## config.mk

```make
export PLATFORM = sky130hd
export DESIGN_NAME = http_request_header_parser_top
export DESIGN_NICKNAME = d
export VERILOG_FILES = /design/src/rtl/hrhp_pkg.sv /design/src/rtl/http_request_header_parser_top.sv
export SDC_FILE = /design/constraint.sdc
export NUM_CORES = 1
export LEC_CHECK = 0
export ABC_AREA = 1
export BUFFER_PORTS_ARGS = -buffer_cell sky130_fd_sc_hd__buf_2
export CAP_MARGIN = 20
export CORE_MARGIN = 3
export CORE_UTILIZATION = 45
export CTS_CLUSTER_DIAMETER = 100
export DETAILED_ROUTE_END_ITERATION = 7
export PLACE_DENSITY = 0.73
export RECOVER_POWER = 100
export SYNTH_ARGS = -nofsm -noshare
export SYNTH_HDL_FRONTEND = slang
export SYNTH_SLANG_ARGS = --single-unit
```

## constraint.sdc

```tcl
create_clock -name clock -period 6.2 [get_ports clock]
set_clock_uncertainty 0.2 [all_clocks]
set_input_delay 0 -clock clock [delete_from_list [all_inputs] [get_ports clock]]
set_output_delay 0 -clock clock [all_outputs]
set_load 0.01 [all_outputs]
```

## src/rtl/hrhp_pkg.sv

```systemverilog
`timescale 1ns / 1ps
package hrhp_pkg;

   localparam int unsigned CSR_ADDR_W = 3;
   localparam int unsigned CSR_DATA_W = 32;

   // Result kinds: byte kinds first, then events
   localparam logic [3:0] K_METHOD      = 4'd0;
   localparam logic [3:0] K_URI         = 4'd1;
   localparam logic [3:0] K_QKEY        = 4'd2;
   localparam logic [3:0] K_QVAL        = 4'd3;
   localparam logic [3:0] K_VERSION     = 4'd4;
   localparam logic [3:0] K_HKEY        = 4'd5;
   localparam logic [3:0] K_HVAL        = 4'd6;
   localparam logic [3:0] E_METHOD_END  = 4'd7;
   localparam logic [3:0] E_URI_END     = 4'd8;
   localparam logic [3:0] E_QCOMMIT     = 4'd9;
   localparam logic [3:0] E_QDISCARD    = 4'd10;
   localparam logic [3:0] E_VERSION_END = 4'd11;
   localparam logic [3:0] E_HCOMMIT     = 4'd12;
   localparam logic [3:0] E_DONE        = 4'd13;
   localparam logic [3:0] E_ERROR       = 4'd14;

   localparam logic [7:0] CH_SP    = 8'h20;
   localparam logic [7:0] CH_TAB   = 8'h09;
   localparam logic [7:0] CH_CR    = 8'h0D;
   localparam logic [7:0] CH_LF    = 8'h0A;
   localparam logic [7:0] CH_QUEST = 8'h3F;
   localparam logic [7:0] CH_AMP   = 8'h26;
   localparam logic [7:0] CH_EQ    = 8'h3D;
   localparam logic [7:0] CH_COLON = 8'h3A;
   localparam logic [7:0] CH_SLASH = 8'h2F;

   localparam logic [2:0] HTTP_LAST = 3'd4;
   localparam logic [3:0] ROOT_LEN  = 4'd11;

   localparam logic [CSR_ADDR_W-1:0] CSR_SPACE_CHECK = '0;

   typedef enum logic [6:0] {
      PH_METHOD  = 7'b0000001,
      PH_URI     = 7'b0000010,
      PH_QKEY    = 7'b0000100,
      PH_QVAL    = 7'b0001000,
      PH_VERSION = 7'b0010000,
      PH_HKEY    = 7'b0100000,
      PH_HVAL    = 7'b1000000
   } phase_type;

   typedef enum logic [1:0] {
      LIT_NONE = 2'd0,
      LIT_HTTP = 2'd1,
      LIT_LF   = 2'd2,
      LIT_SP   = 2'd3
   } lit_type;

   // Results sent ahead of the final one in a burst
   typedef enum logic [1:0] {
      PRE_NONE  = 2'd0,
      PRE_SLASH = 2'd1,
      PRE_INDEX = 2'd2
   } pre_type;

   typedef struct packed {
      logic [7:0] data_byte;
      logic       end_of_stream;
      logic       start_request;
   } req_type;

   typedef struct packed {
      logic [3:0] kind;
      logic [7:0] out_byte;
      logic       last;
   } rsp_type;

   function automatic logic is_lexical(input logic [7:0] c);
      return (c != CH_CR) && (c != CH_LF);
   endfunction

   function automatic logic is_nonblank(input logic [7:0] c);
      return (c != CH_TAB) && (c != CH_SP) && is_lexical(c);
   endfunction

   function automatic logic is_key(input logic [7:0] c);
      return (c != CH_COLON) && is_nonblank(c);
   endfunction

   function automatic logic is_kv(input logic [7:0] c);
      return (c != CH_EQ) && (c != CH_AMP) && is_nonblank(c);
   endfunction

   function automatic logic [7:0] lit_http_byte(input logic [2:0] pos);
      logic [7:0] b;
      case (pos)
         3'd0:    b = 8'h48; // H
         3'd1:    b = 8'h54; // T
         3'd2:    b = 8'h54; // T
         3'd3:    b = 8'h50; // P
         3'd4:    b = 8'h2F; // /
         default: b = 8'h00;
      endcase
      return b;
   endfunction

   function automatic logic [7:0] root_name_byte(input logic [3:0] idx);
      logic [7:0] b;
      case (idx)
         4'd0:    b = 8'h2F; // /
         4'd1:    b = 8'h69; // i
         4'd2:    b = 8'h6E; // n
         4'd3:    b = 8'h64; // d
         4'd4:    b = 8'h65; // e
         4'd5:    b = 8'h78; // x
         4'd6:    b = 8'h2E; // .
         4'd7:    b = 8'h68; // h
         4'd8:    b = 8'h74; // t
         4'd9:    b = 8'h6D; // m
         4'd10:   b = 8'h6C; // l
         default: b = 8'h00;
      endcase
      return b;
   endfunction

   function automatic logic [3:0] burst_len(input pre_type pre);
      logic [3:0] n;
      case (pre)
         PRE_SLASH: n = 4'd1;
         PRE_INDEX: n = ROOT_LEN;
         default:   n = 4'd0;
      endcase
      return n;
   endfunction

endpackage

```

## src/rtl/http_request_header_parser_top.sv

```systemverilog
`timescale 1ns / 1ps
// HTTP request head parser, one request byte per transfer on the req_ channel.
// Each transfer carries data_byte, end_of_stream and start_request; results
// leave on the rsp_ channel as (kind, out_byte, last), last marking the final
// result caused by one input transfer. Many bytes (literals, separators) give
// no result at all.
// An input transfer is registered in the input register, parsed from there and
// its first result is registered in the result register that drives rsp_valid.
// Throughput: one item per cycle, but an item with a result waits while the
// result register is busy. An item gives at most one result, except a URI byte
// following a held leading slash (two results) and the end of a URI of exactly
// "/" (twelve results: "/index.html" then the uri end event); the result
// register's burst counter holds the next item with a result until all are out.
// When the receiver stalls, the result register holds and the input register
// still takes one more transfer; items that give no result keep flowing.
// Reset (synchronous) empties both registers, puts the parser in the method
// phase and turns the colon-space check on. start_request restarts the parser
// without touching that check. The csr_ port holds the check flag at address 0.
module http_request_header_parser_top (
   input  logic                                clock,
   input  logic                                reset,
   input  logic                                req_valid,
   output logic                                req_ready,
   input  hrhp_pkg::req_type                   req_data,
   output logic                                rsp_valid,
   input  logic                                rsp_ready,
   output hrhp_pkg::rsp_type                   rsp_data,
   input  logic                                csr_psel,
   input  logic                                csr_penable,
   input  logic                                csr_pwrite,
   input  logic [hrhp_pkg::CSR_ADDR_W-1:0]     csr_paddr,
   input  logic [hrhp_pkg::CSR_DATA_W-1:0]     csr_pwdata,
   output logic [hrhp_pkg::CSR_DATA_W-1:0]     csr_prdata,
   output logic                                csr_pready
);

   logic                strict_ff;
   logic                csr_wr;

   logic                in_vld_ff, in_vld_in;
   hrhp_pkg::req_type   in_ff;

   hrhp_pkg::phase_type ph_ff, ph_in;
   hrhp_pkg::lit_type   lit_ff, lit_in;
   logic [2:0]          pos_ff, pos_in;
   logic                ks_ff, ks_in;
   logic                vs_ff, vs_in;
   logic [1:0]          uls_ff, uls_in;
   logic                rsh_ff, rsh_in;
   logic                aq_ff, aq_in;
   logic                fin_ff, fin_in;

   logic [7:0]          c;
   logic [7:0]          want;
   logic                err;
   logic                emit;
   logic [3:0]          ekind;
   logic [7:0]          ebyte;
   hrhp_pkg::pre_type   epre;

   logic                proc;
   logic                out_free;

   logic                out_vld_ff, out_vld_in;
   hrhp_pkg::pre_type   pre_ff;
   logic [3:0]          fin_kind_ff;
   logic [7:0]          fin_byte_ff;
   logic [3:0]          cnt_ff, cnt_in;
   logic [3:0]          len_w;
   logic                at_last;

   // Configuration port
   assign csr_pready = 1'b1;
   assign csr_wr     = csr_psel && csr_penable && csr_pwrite && csr_pready;

   always_ff @(posedge clock) begin
      if (reset) begin
         strict_ff <= 1'b1;
      end else if (csr_wr && (csr_paddr[2] == hrhp_pkg::CSR_SPACE_CHECK[2])) begin
         strict_ff <= csr_pwdata[0];
      end
   end

   always_comb begin
      csr_prdata = '0;
      if (csr_paddr[2] == hrhp_pkg::CSR_SPACE_CHECK[2]) begin
         csr_prdata[0] = strict_ff;
      end
   end

   // Handshake between input register and result register
   assign len_w    = hrhp_pkg::burst_len(pre_ff);
   assign at_last  = (cnt_ff == len_w);
   assign out_free = !out_vld_ff || (rsp_ready && at_last);
   assign proc     = in_vld_ff && (!emit || out_free);
   assign req_ready = !in_vld_ff || proc;

   always_comb begin
      in_vld_in = in_vld_ff;
      if (req_valid && req_ready) begin
         in_vld_in = 1'b1;
      end else if (proc) begin
         in_vld_in = 1'b0;
      end
   end

   always_ff @(posedge clock) begin
      if (reset) begin
         in_vld_ff <= 1'b0;
      end else begin
         in_vld_ff <= in_vld_in;
      end
   end

   always_ff @(posedge clock) begin
      if (req_valid && req_ready) begin
         in_ff <= req_data;
      end
   end

   // Parser: next state and the result burst for the registered item
   assign c = in_ff.data_byte;

   always_comb begin
      ph_in  = ph_ff;
      lit_in = lit_ff;
      pos_in = pos_ff;
      ks_in  = ks_ff;
      vs_in  = vs_ff;
      uls_in = uls_ff;
      rsh_in = rsh_ff;
      aq_in  = aq_ff;
      fin_in = fin_ff;
      err    = 1'b0;
      emit   = 1'b0;
      ekind  = hrhp_pkg::K_METHOD;
      ebyte  = '0;
      epre   = hrhp_pkg::PRE_NONE;

      if (in_ff.start_request) begin
         ph_in  = hrhp_pkg::PH_METHOD;
         lit_in = hrhp_pkg::LIT_NONE;
         pos_in = '0;
         ks_in  = 1'b0;
         vs_in  = 1'b0;
         uls_in = '0;
         rsh_in = 1'b0;
         aq_in  = 1'b0;
         fin_in = 1'b0;
      end

      case (lit_in)
         hrhp_pkg::LIT_HTTP: want = hrhp_pkg::lit_http_byte(pos_in);
         hrhp_pkg::LIT_LF:   want = hrhp_pkg::CH_LF;
         default:            want = hrhp_pkg::CH_SP;
      endcase

      if (!fin_in) begin
         if (in_ff.end_of_stream) begin
            err = 1'b1;
         end else if (lit_in != hrhp_pkg::LIT_NONE) begin
            if (c != want) begin
               err = 1'b1;
            end else if ((lit_in == hrhp_pkg::LIT_HTTP) && (pos_in < hrhp_pkg::HTTP_LAST)) begin
               pos_in = pos_in + 3'd1;
            end else begin
               if (lit_in == hrhp_pkg::LIT_HTTP) begin
                  if (aq_in) begin
                     emit  = 1'b1;
                     ekind = vs_in ? hrhp_pkg::E_QCOMMIT : hrhp_pkg::E_QDISCARD;
                  end
                  aq_in = 1'b0;
                  ph_in = hrhp_pkg::PH_VERSION;
               end else if (lit_in == hrhp_pkg::LIT_SP) begin
                  ph_in = hrhp_pkg::PH_HVAL;
               end else if (ph_in == hrhp_pkg::PH_VERSION) begin
                  emit  = 1'b1;
                  ekind = hrhp_pkg::E_VERSION_END;
                  ph_in = hrhp_pkg::PH_HKEY;
                  ks_in = 1'b0;
               end else if (ph_in == hrhp_pkg::PH_HKEY) begin
                  emit   = 1'b1;
                  ekind  = hrhp_pkg::E_DONE;
                  fin_in = 1'b1;
               end else begin
                  emit  = 1'b1;
                  ekind = hrhp_pkg::E_HCOMMIT;
                  ph_in = hrhp_pkg::PH_HKEY;
                  ks_in = 1'b0;
               end
               lit_in = hrhp_pkg::LIT_NONE;
               pos_in = '0;
            end
         end else begin
            case (ph_in)
               hrhp_pkg::PH_METHOD: begin
                  if (hrhp_pkg::is_nonblank(c)) begin
                     emit  = 1'b1;
                     ekind = hrhp_pkg::K_METHOD;
                     ebyte = c;
                  end else if (c == hrhp_pkg::CH_SP) begin
                     emit   = 1'b1;
                     ekind  = hrhp_pkg::E_METHOD_END;
                     ph_in  = hrhp_pkg::PH_URI;
                     uls_in = '0;
                     rsh_in = 1'b0;
                  end else begin
                     err = 1'b1;
                  end
               end
               hrhp_pkg::PH_URI: begin
                  if (hrhp_pkg::is_nonblank(c) && (c != hrhp_pkg::CH_QUEST)) begin
                     if ((uls_in == 2'd0) && (c == hrhp_pkg::CH_SLASH)) begin
                        rsh_in = 1'b1;
                        uls_in = 2'd1;
                     end else begin
                        // release a held leading slash ahead of this byte
                        if (rsh_in) begin
                           epre   = hrhp_pkg::PRE_SLASH;
                           rsh_in = 1'b0;
                        end
                        emit   = 1'b1;
                        ekind  = hrhp_pkg::K_URI;
                        ebyte  = c;
                        uls_in = 2'd2;
                     end
                  end else if (c inside {hrhp_pkg::CH_QUEST, hrhp_pkg::CH_SP}) begin
                     if (rsh_in) begin
                        epre   = hrhp_pkg::PRE_INDEX;
                        rsh_in = 1'b0;
                     end
                     emit  = 1'b1;
                     ekind = hrhp_pkg::E_URI_END;
                     if (c == hrhp_pkg::CH_QUEST) begin
                        ph_in = hrhp_pkg::PH_QKEY;
                        ks_in = 1'b0;
                     end else begin
                        aq_in  = 1'b0;
                        lit_in = hrhp_pkg::LIT_HTTP;
                        pos_in = '0;
                     end
                  end else begin
                     err = 1'b1;
                  end
               end
               hrhp_pkg::PH_QKEY: begin
                  if (hrhp_pkg::is_kv(c)) begin
                     emit  = 1'b1;
                     ekind = hrhp_pkg::K_QKEY;
                     ebyte = c;
                     ks_in = 1'b1;
                  end else if ((c == hrhp_pkg::CH_EQ) && ks_in) begin
                     ph_in = hrhp_pkg::PH_QVAL;
                     vs_in = 1'b0;
                  end else begin
                     err = 1'b1;
                  end
               end
               hrhp_pkg::PH_QVAL: begin
                  if (hrhp_pkg::is_kv(c)) begin
                     emit  = 1'b1;
                     ekind = hrhp_pkg::K_QVAL;
                     ebyte = c;
                     vs_in = 1'b1;
                  end else if ((c == hrhp_pkg::CH_AMP) && vs_in) begin
                     emit  = 1'b1;
                     ekind = hrhp_pkg::E_QCOMMIT;
                     ph_in = hrhp_pkg::PH_QKEY;
                     ks_in = 1'b0;
                     vs_in = 1'b0;
                  end else if (c == hrhp_pkg::CH_SP) begin
                     aq_in  = 1'b1;
                     lit_in = hrhp_pkg::LIT_HTTP;
                     pos_in = '0;
                  end else begin
                     err = 1'b1;
                  end
               end
               hrhp_pkg::PH_VERSION: begin
                  if (hrhp_pkg::is_nonblank(c)) begin
                     emit  = 1'b1;
                     ekind = hrhp_pkg::K_VERSION;
                     ebyte = c;
                  end else if (c == hrhp_pkg::CH_CR) begin
                     lit_in = hrhp_pkg::LIT_LF;
                     pos_in = '0;
                  end else begin
                     err = 1'b1;
                  end
               end
               hrhp_pkg::PH_HKEY: begin
                  if (hrhp_pkg::is_key(c)) begin
                     emit  = 1'b1;
                     ekind = hrhp_pkg::K_HKEY;
                     ebyte = c;
                     ks_in = 1'b1;
                  end else if (c == hrhp_pkg::CH_COLON) begin
                     vs_in = 1'b0;
                     if (strict_ff) begin
                        lit_in = hrhp_pkg::LIT_SP;
                        pos_in = '0;
                     end else begin
                        ph_in = hrhp_pkg::PH_HVAL;
                     end
                  end else if ((c == hrhp_pkg::CH_CR) && !ks_in) begin
                     lit_in = hrhp_pkg::LIT_LF;
                     pos_in = '0;
                  end else begin
                     err = 1'b1;
                  end
               end
               hrhp_pkg::PH_HVAL: begin
                  if (hrhp_pkg::is_lexical(c)) begin
                     emit  = 1'b1;
                     ekind = hrhp_pkg::K_HVAL;
                     ebyte = c;
                     vs_in = 1'b1;
                  end else begin
                     lit_in = hrhp_pkg::LIT_LF;
                     pos_in = '0;
                  end
               end
               default: begin
                  err = 1'b1;
               end
            endcase
         end
      end

      if (err) begin
         emit   = 1'b1;
         ekind  = hrhp_pkg::E_ERROR;
         ebyte  = '0;
         epre   = hrhp_pkg::PRE_NONE;
         fin_in = 1'b1;
      end
   end

   always_ff @(posedge clock) begin
      if (reset) begin
         ph_ff  <= hrhp_pkg::PH_METHOD;
         lit_ff <= hrhp_pkg::LIT_NONE;
         pos_ff <= '0;
         ks_ff  <= 1'b0;
         vs_ff  <= 1'b0;
         uls_ff <= '0;
         rsh_ff <= 1'b0;
         aq_ff  <= 1'b0;
         fin_ff <= 1'b0;
      end else if (proc) begin
         ph_ff  <= ph_in;
         lit_ff <= lit_in;
         pos_ff <= pos_in;
         ks_ff  <= ks_in;
         vs_ff  <= vs_in;
         uls_ff <= uls_in;
         rsh_ff <= rsh_in;
         aq_ff  <= aq_in;
         fin_ff <= fin_in;
      end
   end

   // Result register with burst counter
   always_comb begin
      out_vld_in = out_vld_ff;
      cnt_in     = cnt_ff;
      if (out_vld_ff && rsp_ready) begin
         if (at_last) begin
            out_vld_in = 1'b0;
         end else begin
            cnt_in = cnt_ff + 4'd1;
         end
      end
      if (proc && emit) begin
         out_vld_in = 1'b1;
         cnt_in     = '0;
      end
   end

   always_ff @(posedge clock) begin
      if (reset) begin
         out_vld_ff <= 1'b0;
         cnt_ff     <= '0;
         pre_ff     <= hrhp_pkg::PRE_NONE;
      end else begin
         out_vld_ff <= out_vld_in;
         cnt_ff     <= cnt_in;
         if (proc && emit) begin
            pre_ff <= epre;
         end
      end
   end

   always_ff @(posedge clock) begin
      if (proc && emit) begin
         fin_kind_ff <= ekind;
         fin_byte_ff <= ebyte;
      end
   end

   always_comb begin
      rsp_valid = out_vld_ff;
      if (at_last) begin
         rsp_data.kind     = fin_kind_ff;
         rsp_data.out_byte = fin_byte_ff;
         rsp_data.last     = 1'b1;
      end else begin
         rsp_data.kind     = hrhp_pkg::K_URI;
         rsp_data.out_byte = (pre_ff == hrhp_pkg::PRE_SLASH) ? hrhp_pkg::CH_SLASH
                                                            : hrhp_pkg::root_name_byte(cnt_ff);
         rsp_data.last     = 1'b0;
      end
   end

   a_burst_in_range: assert property (@(posedge clock) disable iff (reset)
      out_vld_ff |-> (cnt_ff <= len_w))
      else $error("burst counter past burst length");

   a_index_ends_uri: assert property (@(posedge clock) disable iff (reset)
      (out_vld_ff && (pre_ff == hrhp_pkg::PRE_INDEX)) |-> (fin_kind_ff == hrhp_pkg::E_URI_END))
      else $error("root name burst not closed by uri end");

   a_emit_loads: assert property (@(posedge clock) disable iff (reset)
      (proc && emit) |=> (out_vld_ff && (cnt_ff == 4'd0)))
      else $error("parsed item with result did not load result register");

   a_http_pos: assert property (@(posedge clock) disable iff (reset)
      (lit_ff == hrhp_pkg::LIT_HTTP) |-> (pos_ff <= hrhp_pkg::HTTP_LAST))
      else $error("literal position beyond HTTP/");

endmodule

```

# Word level (Yosys, flattened, before mapping)

Memory sizes are Yosys's and may differ from the RTL's. A register that Yosys moved wholly into a read port is not among the register bits.
Cells that the tools add are included.

Memories kept: 1
Output and inout bits: 48
Logic and storage cells: 330
Input port bits: 52
Flip-flop bits (word level): 50
Bits in read-only memories: 112

Mux-type cells: 229
Reduce and logical (&&, ||, !) cells: 42
Equality and inequality tests: 33
Magnitude comparators: 1
Bitwise operators: 2
Add/subtract/negate cells: 2

Memories:

| memory          | depth | bits a word | read ports | clocked after Yosys merged registers in | write ports | RTL line        | text |
|---|---|---|---|---|---|---|---|
| (no name shown) | 16    | 7           | 1          | 1                                       | 0           | hrhp_pkg.sv:106 | `case (idx)` |

Operator list:

| operator             | count |
|---|---|
| $mux W7              | 22 |
| $mux W1              | 108 |
| $mux W3              | 25 |
| $mux W2              | 37 |
| $mux W4              | 14 |
| $mux W8              | 7 |
| $eq A8 B6 Y1 const B | 6 |
| $ne A8 B6 Y1 const B | 5 |
| $pmux W8 S5          | 1 |
| $pmux W7 S5          | 1 |
| $pmux W4 S7          | 1 |
| $pmux W7 S4          | 1 |
| $ne A8 B4 Y1 const B | 3 |
| $logic_and A1 B1 Y1  | 20 |
| $pmux W8 S2          | 1 |
| $pmux W3 S5          | 1 |
| $pmux W1 S7          | 2 |
| $mux W13             | 1 |
| $pmux W2 S5          | 1 |
| $reduce_bool A2 Y1   | 5 |
| $eq A8 B4 Y1 const B | 1 |
| $ne A8 B8 Y1         | 1 |
| $pmux W1 S4          | 2 |
| $pmux W4 S2          | 1 |
| other kinds (27)     | 42 |

# Depth between registers and ports, before layout

Gate-level depths: netlist of run 1.

Depth after elaboration: 17
Gate-level depth with buffers: 27
Gate-level depth less buffers: 27

# Least setup slack after synthesis of run 1

Ideal clock, no wire load.

Path kind: reg2reg
Start: register in_ff[0] (netlist name)
End: register (tool-made name)
Stages on the path, launching flop included: 25
Slack: 2672 ps
Clock period less this slack: 3528 ps
Path buffers: 1
Library setup time: 113 ps
Arrival time: 3215 ps
Data required time: 5887 ps
Cells stage by stage: edfxtp_1 buf_2 nor2_1 inv_1 ha_1 inv_1 a21oi_2 nand2_1 nand2_1 nand2_1 nor2_1 nand3_2 nand2_1 nand3_2 nand2_4 nand2_4 nand3_4 nand2_4 nor2_1 inv_1 ha_1 inv_1 nand4_1 nand3_1 nand2_1

RTL lines:

| what                     | RTL line                              | text |
|---|---|---|
| start: declaration       | http_request_header_parser_top.sv:41  | `hrhp_pkg::req_type in_ff;` |
| start signal: assignment | http_request_header_parser_top.sv:117 | `in_ff <= req_data;` |

==> flow_summary.json, run 1 <==
{
  "status": "finished clean",
  "wl_per_cell_um": 15.2,
  "fin_area_sq_um": 4960,
  "cts_buffer_depth": 2,
  "placed_cell_area_sq_um": 4620,
  "fin_tns_setup_ns": 0,
  "syn-instance-count": 691,
  "cp_max_fo": 12,
  "worstHoldPathCells": 3,
  "final_core_util_pct": 52.5,
  "drtIter0Drc": 344,
  "swShare_pct": 31.0,
  "via_per_inst": 5.25,
  "finalCriticalPeriod_ns": 4.81,
  "area_growth_pct": 10.7,
  "rr_worst_depth": 23,
  "mostFrequentLayoutCell": "nand2_1",
  "fp.dieArea_sq_um": 11200,
  "crit_type": "flop to flop",
  "slowest_stage": "edfxtp_1",
  "synth-seq-cells": 57,
  "grt_pass1_wl_um": 21600,
  "rsz0062_at_grt": "false",
  "post-place-cells": 840,
  "fmax_mhz": 208,
  "initial_core_util_pct": 47.4,
  "ant_nets": 0,
  "power_frac_comb_pct": 17.9,
  "synth_top_cell_by_area": "dfxtp_1",
  "cpPeakStageDelay_ns": 0.64,
  "die_y_um": 106,
  "synth_top_area_share_pct": 15.6,
  "slew_viol_final": 0,
  "totalWireLength_um": 13200,
  "cts_tree": "done",
  "ys_warn_count": 0,
  "portBuffers": 34,
  "diodes": 0,
  "cts-root-buf": "clkbuf_8",
  "rrSetupSlack_ns": 1.39,
  "clkPwrFrac_pct": 41.5,
  "clock-sinks": 57,
  "vias": 4587,
  "p_switching_mw": 0.326,
  "cp-start-kind": "flop",
  "hold_start": "csr_paddr[2]",
  "antenna_found_initial": 0,
  "fillCellCount": 996,
  "worstPathRequired_ns": 6.24,
  "min_path_type": "input port to primary output",
  "p_leak_nw": 2.35,
  "avgSynthCellArea_sq_um": 6.49,
  "seq_power_share_pct": 40.6,
  "timing.hold.ws_ns": 0.0383,
  "fin_cells": 873,
  "io_pins": 100,
  "die_x_um": 106,
  "path_cells": "nor2_1, inv_1, ha_1, inv_1, a21oi_1, nand2_1, nand2_1, nand2_1, nor2_1, nand3_1, nand2_1, nand3_1, nand2_1, nand2_1, nand3_1, nand2_1, nor2_1, inv_1, ha_1, inv_1, nand4_1, nand3_1, nand2_1",
  "slew_headroom_pct": 38.2,
  "htree_levels": 3,
  "dp_hpwl_um": 10100,
  "grt_max_degree": 28,
  "synth_edf_count": 22,
  "end_kind": "flop",
  "worst_pin_slew_ns": 0.927,
  "hold_viol": 0,
  "drive_above_1_share_pct": 6.99,
  "clkTransAtPathRegs_ns": 0.08,
  "cts_setup_buffers": 0,
  "gp_congestion": 0.987,
  "critical_path_arrival_ns": 4.85,
  "final_cell_mix": "nand2_1 (148), nor2_1 (96), inv_1 (94)",
  "rows": 35,
  "min_period_over_period_pct": 77.6,
  "synth_cell_types": 42,
  "numCtsBuffers": 9,
  "firstDrtPassIters": 8,
  "insertion_delay_ns": 0.35,
  "synthArstFlopShare_pct": 0,
  "critical_path.most_common_cell": "nand2_1",
  "grt_pass1_vias": 4445,
  "dominantRegCellSynth": "dfxtp_1",
  "grt_overflow": 0,
  "whs_endpoint": "csr_prdata[0]",
  "synth.area.top_cells": "dfxtp_1 (16%), edfxtp_1 (15%), nand2_1 (12%), nor2_1 (7.9%), inv_1 (7.8%)",
  "drc": 0,
  "grtUsageTotal_pct": 24.1,
  "core-area_sq_um": 9460,
  "netlist_area_sq_um": 4490,
  "power_density_nw_per_um2": 211,
  "peakVddDrop_v": 0.000114,
  "cap_violations": 0,
  "p_int_mw": 0.723,
  "ys_seq_area_share_pct": 30.3,
  "nets": 805,
  "finalSetupViolations": 0,
  "r2r_start": "in_ff[0]"
}
==> repair_timing <==
action / 4_1_cts / 5_1_grt
hold endpoints to repair: 25 / 0
gates resized for setup: 0 / 0
hold buffers: 17 / 0
==> worst max-delay path, delay by kind of cell, from the launching register on <==
family	cells	cell delay [ns]
AOI/OAI and AO/OA	1	0.28
and+or+nand+nor	16	2.41
buffers and inverters	4	0.45
adders and majority gates	2	0.68
DFF	1	0.64
==> stage by stage <==
| step | worst slack, ns | total power [mW] |
|---|---|---|
| after floorplan | 2.67 | 0.582 |
| after global placement | 1.96 | 0.617 |
| after detailed placement | 1.91 | 0.620 |
| after CTS | 1.88 | 1.06 |
| after global routing | 0.771 | 1.10 |
| final | 1.39 | 1.05 |
==> power groups by stage <==
stage	Combinational, mW	Sequential (mW)	Clock (mW)
final	0.188	0.425	0.435
after global routing	0.212	0.428	0.461
after CTS	0.195	0.425	0.441
after detailed placement	0.186	0.434	0
after global placement	0.184	0.433	0
after floorplan	0.153	0.429	0
==> Yosys cell counts (2+ instances only) <==
master     instances
a21oi_1           28
a22oi_1            2
a31oi_1            3
buf_4             34
buf_6              2
clkbuf_1           7
clkinv_1           2
conb_1             2
dfxtp_1           35
edfxtp_1          22
ha_1              14
inv_1             93
inv_2              5
nand2_1          145
nand2_2            6
nand2_4            4
nand3_1           61
nand3_2            3
nand4_1            9
nor2_1            95
nor2_2             4
nor3_1            22
o2111ai_1          2
o211ai_1           9
o21ai_0           44
o21ai_1           12
o22ai_1            3
o31ai_1            6
or2_2              2
xor2_1             3
==> worst max-delay path by stage <==
stage          startpoint    to  slack (ns)  cells past startpoint
2_1_floorplan    in_ff[0]  flop        2.67                     24
3_3_place_gp     in_ff[0]  flop        1.96                     17
3_5_place_dp     in_ff[0]  flop        1.91                     17
4_1_cts          in_ff[0]  flop        1.88                     17
5_1_grt          in_ff[0]  flop        0.77                     24
6_report         in_ff[0]  flop        1.39                     23
==> final cells by class <==
cell class | instances | area (sq um) | area share, %
multi-input combinational | 519 | 2490 | 50.2
sequential | 57 | 1360 | 27.4
inverter | 100 | 375 | 7.56
timing repair buffer | 52 | 327 | 6.58
tap | 129 | 161 | 3.25
clock buffer | 10 | 149 | 3.00
clock inverter | 6 | 97.6 | 1.97
==> cells by family after synthesis <==
logic type	synth area share [%]
buffers and inverters	15.3
adder cells (fa/ha/maj)	3.91
XOR/XNOR	0.781
AO/OA/AOI/OAI	14.3
flip-flops	30.3
other	0.167
AND/OR/NAND/NOR	35.2
==> per-layer routing <==
metal / share of wire, % / track usage (%) / wire (um)
met1: 43 / 29.7 / 5740
met2: 48 / 41.6 / 6350
met3: 5.8 / 4.96 / 764
met4: 2.9 / 8.79 / 385
met5: 0 / 0 / 0
Note: power is estimated with default switching activity, not from simulation.
==> run 2: changes to the inputs <==
- clock period: 6.2 -> 4.6 ns (I/O delays scaled with it)
==> run 2 against run 1 <==
  * Utilization grew 0.91 points
  * Global-route usage grew 0.14 points
  * Combinational power grew 43%
  * Critical path type unchanged
  * Largest power group unchanged
  * Via count grew 1.7%
  * Flip-flop and latch count is the same
  * Sequential power grew 34%
==> flow_summary.json, run 2 (synthesis results as in run 1) <==
{
  "fp.dieArea_sq_um": 11200,
  "antenna_found_initial": 0,
  "power_frac_comb_pct": 18.8,
  "finalSetupViolations": 0,
  "critical_path_arrival_ns": 4.25,
  "drc": 0,
  "worstHoldPathCells": 3,
  "cts_tree": "done",
  "cts-root-buf": "clkbuf_8",
  "drive_above_1_share_pct": 8.66,
  "cp_max_fo": 10,
  "die_y_um": 106,
  "mostFrequentLayoutCell": "nand2_1",
  "clock-sinks": 57,
  "rrSetupSlack_ns": 0.44,
  "power_density_nw_per_um2": 283,
  "fin_tns_setup_ns": 0,
  "grtUsageTotal_pct": 24.3,
  "wl_per_cell_um": 15.4,
  "dp_hpwl_um": 10200,
  "grt_use_met3_pct": 4.29,
  "nets": 812,
  "via_per_inst": 5.30,
  "clkTransAtPathRegs_ns": 0.07,
  "critical_path.most_common_cell": "nand2_1",
  "grt_pass1_wl_um": 21700,
  "final_cell_mix": "nand2_1 (145), inv_1 (95), nor2_1 (94)",
  "p_switching_mw": 0.433,
  "portBuffers": 34,
  "hold_viol": 0,
  "fillCellCount": 982,
  "grt_overflow": 0,
  "use_met2_pct": 43.7,
  "rsz0062_at_grt": "false",
  "grt_max_degree": 20,
  "slew_viol_final": 0,
  "busiest_layer": "met2",
  "totalWireLength_um": 13600,
  "grt_util_met1_pct": 29.6,
  "r2r_start": "in_ff[0]",
  "swShare_pct": 30.3,
  "peakVddDrop_v": 0.000136,
  "cpPeakStageDelay_ns": 0.44,
  "die_x_um": 106,
  "fmax_mhz": 241,
  "worstPathRequired_ns": 4.69,
  "ant_nets": 0,
  "status": "finished clean",
  "firstDrtPassIters": 6,
  "grt_pass1_vias": 4419,
  "core-area_sq_um": 9460,
  "p_leak_nw": 2.38,
  "min_period_over_period_pct": 90.4,
  "gp_congestion": 1.02,
  "cts_buffer_depth": 2,
  "slew_headroom_pct": 40.7,
  "whs_endpoint": "csr_prdata[0]",
  "vias": 4664,
  "initial_core_util_pct": 47.4,
  "crit_type": "flop to flop",
  "seq_power_share_pct": 40.0,
  "cp_top_family": "simple AND/OR/NAND/NOR gates",
  "min_path_type": "input port to primary output",
  "clkPwrFrac_pct": 41.2,
  "p_int_mw": 0.996,
  "numCtsBuffers": 9,
  "rows": 35,
  "drtIter0Drc": 334,
  "diodes": 0,
  "slowest_stage": "ha_1",
  "worst_pin_slew_ns": 0.889,
  "io_pins": 100,
  "cap_violations": 0,
  "rr_worst_depth": 25,
  "cp-start-kind": "flop",
  "end_kind": "flop",
  "area_growth_pct": 12.6,
  "final_core_util_pct": 53.4,
  "hold_start": "csr_paddr[2]",
  "htree_levels": 3,
  "insertion_delay_ns": 0.35,
  "finalCriticalPeriod_ns": 4.16,
  "worst-path-buf-inv": 6
}
run 2: worst max-delay path by stage:
stage,startpoint,end,cells past startpoint
global placement,in_ff[0],flop,23
finish,in_ff[0],flop,25
CTS,in_ff[0],flop,24
floorplan,in_ff[0],flop,24
global route,in_ff[0],flop,24
detailed placement,in_ff[0],flop,23
run 2: stage by stage:
stage                     cell area [sq um]  cells  worst slack [ns]  hold slack (ns)  total power [mW]
after floorplan                        4600    721              1.07           -0.152             0.785
after global placement                 4650    844             0.446          -0.0241             0.835
after detailed placement               4650    844             0.299          -0.0215             0.840
after CTS                              5070    877             0.263           0.0584              1.44
after global routing                   5050    880            0.0463           0.0788              1.50
final                                  5050    880             0.442           0.0444              1.43
run 2: repair_timing:
item	CTS	global route
buffers inserted	0	3
endpoints found under the hold margin	25	0
setup endpoints to repair	0	6
hold buffers	17	0
gates resized for setup	0	1
run 2: worst register-to-register path: cells and delay by family, from the launching register on:
family                   cells  cell delay (ns)
adder cells (fa/ha/maj)      2             0.63
AND/OR/NAND/NOR             15             1.69
buffers and inverters        6             0.75
flip-flops                   1             0.36
AO/OA/AOI/OAI                2             0.48
run 2: cell type report:
type	instances	area, sq um	share of cell area (%)
Clock buffer	9	124	2.45
Clock inverter	7	118	2.33
Inverter	100	375	7.43
Multi-Input combinational cell	519	2530	50.1
Sequential cell	57	1360	27.0
Tap cell	129	161	3.20
Timing Repair Buffer	59	380	7.53
run 2: power groups by stage:
stage,logic (mW),registers (mW),clock network (mW)
final,0.269,0.571,0.589
after floorplan,0.207,0.578,0
after CTS,0.267,0.574,0.601
after detailed placement,0.255,0.585,0
after global placement,0.251,0.584,0
after global routing,0.300,0.574,0.622
run 2: per-layer routing:
metal | routed length (um) | share of wire [%]
met5 | 0 | 0
met4 | 258 | 1.9
met3 | 938 | 6.9
met2 | 6750 | 50
met1 | 5630 | 41
